===== config.mk =====
export PLATFORM = sky130hd
export DESIGN_NAME = cnm_sim_unit
export DESIGN_NICKNAME = d
export VERILOG_FILES = /design/src/sv/cnm_pkg.sv /design/src/sv/cnm_sim_unit.sv
export SDC_FILE = /design/constraint.sdc
export NUM_CORES = 2
export LEC_CHECK = 0
export BUFFER_PORTS_ARGS = -buffer_cell sky130_fd_sc_hd__buf_2
export CAP_MARGIN = 20
export CORE_AREA = 8 8 356 358
export CTS_CLUSTER_DIAMETER = 40
export DETAILED_ROUTE_END_ITERATION = 6
export DIE_AREA = 0 0 364 366
export GPL_ROUTABILITY_DRIVEN = 1
export PLACE_DENSITY = 0.81
export SLEW_MARGIN = 20
export SYNTH_ARGS = -nofsm -noshare
export SYNTH_HDL_FRONTEND = slang
export SYNTH_SLANG_ARGS = --single-unit

===== constraint.sdc =====
create_clock -name clk -period 22.4 [get_ports clk]
set_input_delay 4.48 -clock clk [delete_from_list [all_inputs] [get_ports clk]]
set_output_delay 4.48 -clock clk [all_outputs]
set_load 0.02 [all_outputs]

===== src/sv/cnm_pkg.sv =====
// Shared constants, state types and codes for the cosine nearest match unit.
`default_nettype none
package cnm_pkg;
  localparam int MAX_ENTRIES = 256;
  localparam int MAX_DIM     = 64;

  localparam int ENTRY_W = $clog2(MAX_ENTRIES);
  localparam int COUNT_W = ENTRY_W + 1;
  localparam int DIM_W   = $clog2(MAX_DIM);
  localparam int DCNT_W  = DIM_W + 1;
  localparam int ADDR_W  = ENTRY_W + DIM_W;

  localparam int VAL_W   = 16;
  localparam int PROD_W  = 32;
  localparam int CFG_W   = 7;
  localparam int IDX_W   = 8;

  localparam int NRM_W   = 31 + DIM_W;
  localparam int DOT_W   = NRM_W + 1;
  localparam int PRD_W   = 2 * NRM_W;
  localparam int WIDE_W  = PRD_W + 34;
  localparam int M_W     = 16;
  localparam int MCNT_W  = $clog2(NRM_W + 1);

  localparam logic [CFG_W-1:0] DIM_RESET = CFG_W'(64);

  localparam logic CMD_REGISTER = 1'b0;
  localparam logic CMD_QUERY    = 1'b1;

  typedef enum logic [2:0] {
    TOP_IDLE,
    TOP_MAC,
    TOP_DRAIN,
    TOP_LAUNCH,
    TOP_WAIT,
    TOP_DONE
  } top_state_t;

  typedef enum logic [2:0] {
    SIM_IDLE,
    SIM_MUL,
    SIM_SQA,
    SIM_SQB,
    SIM_DONE
  } sim_state_t;
endpackage
`default_nettype wire


===== src/sv/cnm_sim_unit.sv =====
// Multi-cycle cosine similarity from dot product and squared norms.
`default_nettype none
module cnm_sim_unit (
  input  wire logic                               clk,
  input  wire logic                               rst,
  input  wire logic                               go,
  input  wire logic signed [cnm_pkg::DOT_W-1:0]   dot,
  input  wire logic        [cnm_pkg::NRM_W-1:0]   nq,
  input  wire logic        [cnm_pkg::NRM_W-1:0]   ne,
  output logic                                    done,
  output logic signed      [cnm_pkg::VAL_W-1:0]   sim
);
  import cnm_pkg::*;

  sim_state_t state, state_next;

  logic              neg;
  logic [PRD_W-1:0]  pa, da, pacc, dacc;
  logic [NRM_W-1:0]  pb, db;
  logic [MCNT_W-1:0] cnt;
  logic [3:0]        k;
  logic [WIDE_W-1:0] s_acc, t_acc, cand, p_ext, d_full;
  logic [M_W-1:0]    m;
  logic [DOT_W-1:0]  dot_mag;

  assign dot_mag = dot[DOT_W-1] ? DOT_W'(-dot) : DOT_W'(dot);
  assign p_ext   = WIDE_W'(pacc);
  assign d_full  = WIDE_W'(dacc) << 30;

  always_comb begin
    state_next = state;
    case (state)
      SIM_IDLE: begin
        if (go) state_next = (nq == '0 || ne == '0) ? SIM_DONE : SIM_MUL;
      end
      SIM_MUL:  if (cnt == MCNT_W'(NRM_W - 1)) state_next = SIM_SQA;
      SIM_SQA:  state_next = SIM_SQB;
      SIM_SQB:  state_next = (k == 4'd0) ? SIM_DONE : SIM_SQA;
      SIM_DONE: state_next = SIM_IDLE;
      default:  state_next = SIM_IDLE;
    endcase
  end

  always_comb begin
    done = (state == SIM_DONE);
    if (neg) sim = VAL_W'(-m);
    else if (m[M_W-1]) sim = 16'sh7fff;
    else sim = m;
  end

  always_ff @(posedge clk) begin
    if (rst) begin
      state <= SIM_IDLE;
    end else begin
      state <= state_next;
    end
  end

  always_ff @(posedge clk) begin
    case (state)
      SIM_IDLE: begin
        neg   <= dot[DOT_W-1];
        pa    <= PRD_W'(nq);
        pb    <= ne;
        da    <= PRD_W'(dot_mag[NRM_W-1:0]);
        db    <= dot_mag[NRM_W-1:0];
        pacc  <= '0;
        dacc  <= '0;
        cnt   <= '0;
        k     <= 4'd15;
        s_acc <= '0;
        t_acc <= '0;
        m     <= '0;
      end
      SIM_MUL: begin
        if (pb[0]) pacc <= pacc + pa;
        if (db[0]) dacc <= dacc + da;
        pa  <= pa << 1;
        da  <= da << 1;
        pb  <= pb >> 1;
        db  <= db >> 1;
        cnt <= cnt + MCNT_W'(1);
      end
      SIM_SQA: begin
        cand <= s_acc + (t_acc << ({1'b0, k} + 5'd1)) + (p_ext << {k, 1'b0});
      end
      SIM_SQB: begin
        if (cand <= d_full) begin
          s_acc <= cand;
          t_acc <= t_acc + (p_ext << k);
          m[k]  <= 1'b1;
        end
        k <= k - 4'd1;
      end
      default: begin
      end
    endcase
  end
endmodule
`default_nettype wire


==> impl_metrics.py <==
metrics = {
    "detailed_routing": {
        "drt_iter0_markers": 6699,
        "drc": 0,
        "firstDrtPassIters": 7,
        "via_count": 56800,
        "antenna_left": 0,
        "vias_per_cell": 6.44,
        "wl_um": 200000,
        "post_drt_wl_per_cell_um": 22.7,
    },
    "clock_tree": {
        "clock_latency_ns": 0.77,
        "numCtsBuffers": 117,
        "ctsHoldBuffers": 0,
        "clock-sinks": 724,
        "cts_buffer_depth": 3,
        "clkSlewWorstSetupHoldPaths_ns": 0.06,
        "tritoncts": "built",
        "cts_resized": 0,
        "htree_levels": 3,
        "cts_root_buf": "clkbuf_16",
        "postCtsSetupBuffers": 0,
    },
    "power_and_ir_drop": {
        "p_sw_frac": 0.426,
        "p_int_w": 0.00437,
        "power_density_mw_per_mm2": 108,
        "power.leakage_nw": 30.6,
        "seqPwrFrac": 0.277,
        "peakVddDrop_v": 0.0000739,
        "total_power_w": 0.00761,
        "pwr-share-comb": 0.466,
        "power.share.clock": 0.257,
        "p_switching_w": 0.00325,
    },
    "worst_setup_path": {
        "crit_path_start_kind": "register",
        "path_class": "reg -> out",
        "worst_path_max_delay_cell": "edfxtp_1",
        "critPathTopFamily": "simple AND/OR/NAND/NOR gates",
        "cp.required_ns": 17.92,
        "crit_top_cell": "or3_1",
        "crit_arrival_ns": 3.74,
        "path_max_fanout": 5,
        "rrSetupSlack_ns": 14.19,
        "end_kind": "primary output",
        "cpPeakStageDelay_ns": 0.46,
        "critPathBufInv": 1,
        "cp_cell_sequence": "or3_1, or3_1, or3_1, or3_1, or3_1, nor3_1, a21oi_1, o22a_1, buf_2",
    },
    "synthesis": {
        "synth_compound_area_frac": 0.184,
        "synth_edf_count": 721,
        "syn_inst": 7228,
        "yosysTopAreaCell": "edfxtp_1",
        "yosys-top-cells-area": "edfxtp_1 (33%), ha_1 (8.2%), nand2_1 (5.4%)",
        "synth_area_mm2": 0.0649,
        "synth-xor-area-share": 0.0508,
        "seq_area_frac_synth": 0.335,
        "yosysWarnings": 0,
        "yosys.area_share.simple": 0.178,
        "syn_area_per_cell_um2": 8.97,
        "synth_top_family_by_area": "compound AO/OA/AOI/OAI gates",
        "synth_top_area_frac": 0.334,
        "ys_types": 91,
        "syn_nets": 7877,
        "synth_mux_area_frac": 0.0987,
        "synth-main-ff-cell": "edfxtp_1",
        "async_flop_share": 0,
        "ys_ff_latch": 724,
        "yosys.area_share.adder": 0.116,
    },
    "status": {
        "outcome": "completed",
    },
    "finish": {
        "utilization": 0.585,
        "register_area_mm2": 0.0217,
        "final_nets": 7747,
        "fill_cells": 10400,
        "multiInputGateArea_mm2": 0.0408,
        "fin_cells": 8826,
        "area_delta_synth_final_pct": 9.06,
        "drive_above_1_share": 0.0828,
    },
    "floorplanning": {
        "dieWidth_um": 364,
        "io_pins": 132,
        "die_y_um": 366,
        "die-area_mm2": 0.133,
        "coreArea_mm2": 0.121,
        "start_util": 0.536,
        "rows": 128,
    },
    "placed_design": {
        "gp_congestion": 1.03,
        "dp_hpwl_um": 154000,
        "port_buffers": 131,
        "place_inst": 8601,
    },
    "global_route": {
        "gr-total-overflow": 0,
        "grt_pass1_vias": 54700,
        "antenna_found_initial": 3,
        "grt_max_degree": 218,
        "gr-usage-all-layers": 0.288,
        "grt_pass1_wl_um": 309000,
    },
    "timing": {
        "hold_violations": 0,
        "period_share": 0.367,
        "rsz0062_at_grt": "no",
        "slew_violations": 0,
        "setup_tns_ns": 0,
        "worstMarginPinSlew_ns": 1.04,
        "setup_viol": 0,
        "clock_skew_ns": 0.0541,
        "fmax_mhz": 122,
        "relSlewSlack": 0.305,
        "min_period_ns": 8.22,
    },
    "hold_path": {
        "hold_path.class": "reg -> reg",
    },
    "job": {
        "drv_cap": 0,
    },
}
## final cells by class
class                      count  area share
clock inverter                97      0.0180
tap                         1625      0.0287
clock buffer                 124      0.0418
multi-input combinational   5852       0.577
timing repair buffer         178      0.0155
inverter                     225      0.0119
sequential                   724       0.307
antenna                        1   0.0000354
## metal layers
layer | share of wire | track usage | up-vias
met3 | 0.088 | 0.0515 | 670
met4 | 0.065 | 0.162 | 2
met1 | 0.40 | 0.374 | 26800
li1 | - | - | 26300
met5 | 0.000065 | 0 | -
met2 | 0.45 | 0.454 | 3008
## stage by stage
| step | worst slack [ns] | hold WS [ns] | area [um^2] |
|---|---|---|---|
| 2_1_floorplan | 3.07 | 0.484 | 64900 |
| 4_1_cts | 14.13 | 0.510 | 70700 |
| 6_report | 14.18 | 0.507 | 70700 |
| 5_1_grt | 13.84 | 0.524 | 70700 |
| 3_5_place_dp | 14.18 | 0.502 | 66400 |
| 3_3_place_gp | 14.33 | 0.492 | 66400 |
## power by group through the flow
stage / clock (W) / combinational (W) / sequential (W)
after detailed placement: 0 / 0.00344 / 0.00212
after CTS: 0.00197 / 0.00347 / 0.00210
after floorplan: 0 / 0.00257 / 0.00205
final: 0.00196 / 0.00355 / 0.00211
after global routing: 0.00203 / 0.00387 / 0.00213
after global placement: 0 / 0.00338 / 0.00212
## cell usage in the layout, fill, tap and decap left out, types with 34 or more instances in the layout
master / instances
mux4_2: 132
nand2_1: 935
mux2i_1: 330
o21ai_0: 526
nand2b_1: 89
o21bai_1: 115
a21oi_1: 601
xnor2_1: 204
nor2_1: 714
nand3_1: 84
edfxtp_1: 721
clkbuf_16: 117
inv_1: 223
o31ai_1: 42
nor2b_1: 34
o21a_1: 117
o211ai_1: 42
a31oi_1: 53
and2_1: 129
nor3_1: 125
buf_4: 41
nor4_1: 53
a21o_1: 200
buf_2: 131
and3_1: 103
a211oi_1: 45
xor2_1: 168
nand4_1: 155
fa_1: 108
ha_1: 425
## sequential cells by signal, indices dropped and copies added (netlist names)
signal,count
s_acc,108
da,74
m,16
dacc,74
pa,74
neg,1
pb,37
pacc,74
t_acc,108
k,4
cnt,6
db,37
cand,108
state,3
## synthesized netlist by cell type, types with 130 or more instances
| master | number |
|---|---|
| inv_1 | 223 |
| nand2_1 | 936 |
| nand4_1 | 155 |
| o21ai_0 | 527 |
| clkbuf_1 | 365 |
| ha_1 | 426 |
| and2_1 | 130 |
| mux2i_1 | 330 |
| nor2_1 | 716 |
| edfxtp_1 | 721 |
| xor2_1 | 169 |
| mux4_2 | 132 |
| a21o_1 | 200 |
| xnor2_1 | 207 |
| a21oi_1 | 601 |
## worst paths after layout
check	depth (start not counted)	to	start
worst max-delay path	9	sim[13]	m[0]
worst min-delay path	2	pb[14]	pb[15]
worst min register to register	2	pb[14]	pb[15]
worst max register to register	22	cand[97]	k[0]
## cell families after synthesis
logic type	Yosys count
flip-flops	724
XOR/XNOR	376
AND/OR/NAND/NOR	2527
buffers and inverters	652
AO/OA/AOI/OAI	1942
multiplexers	473
adder cells (fa/ha/maj)	534
## tightest hold or removal path, cell delays in order (launching register included)
cell	delay [ns]
edfxtp_1	0.32
nand2_1	0.05
nand2_1	0.05
Note: power is estimated with default switching activity, not from simulation.
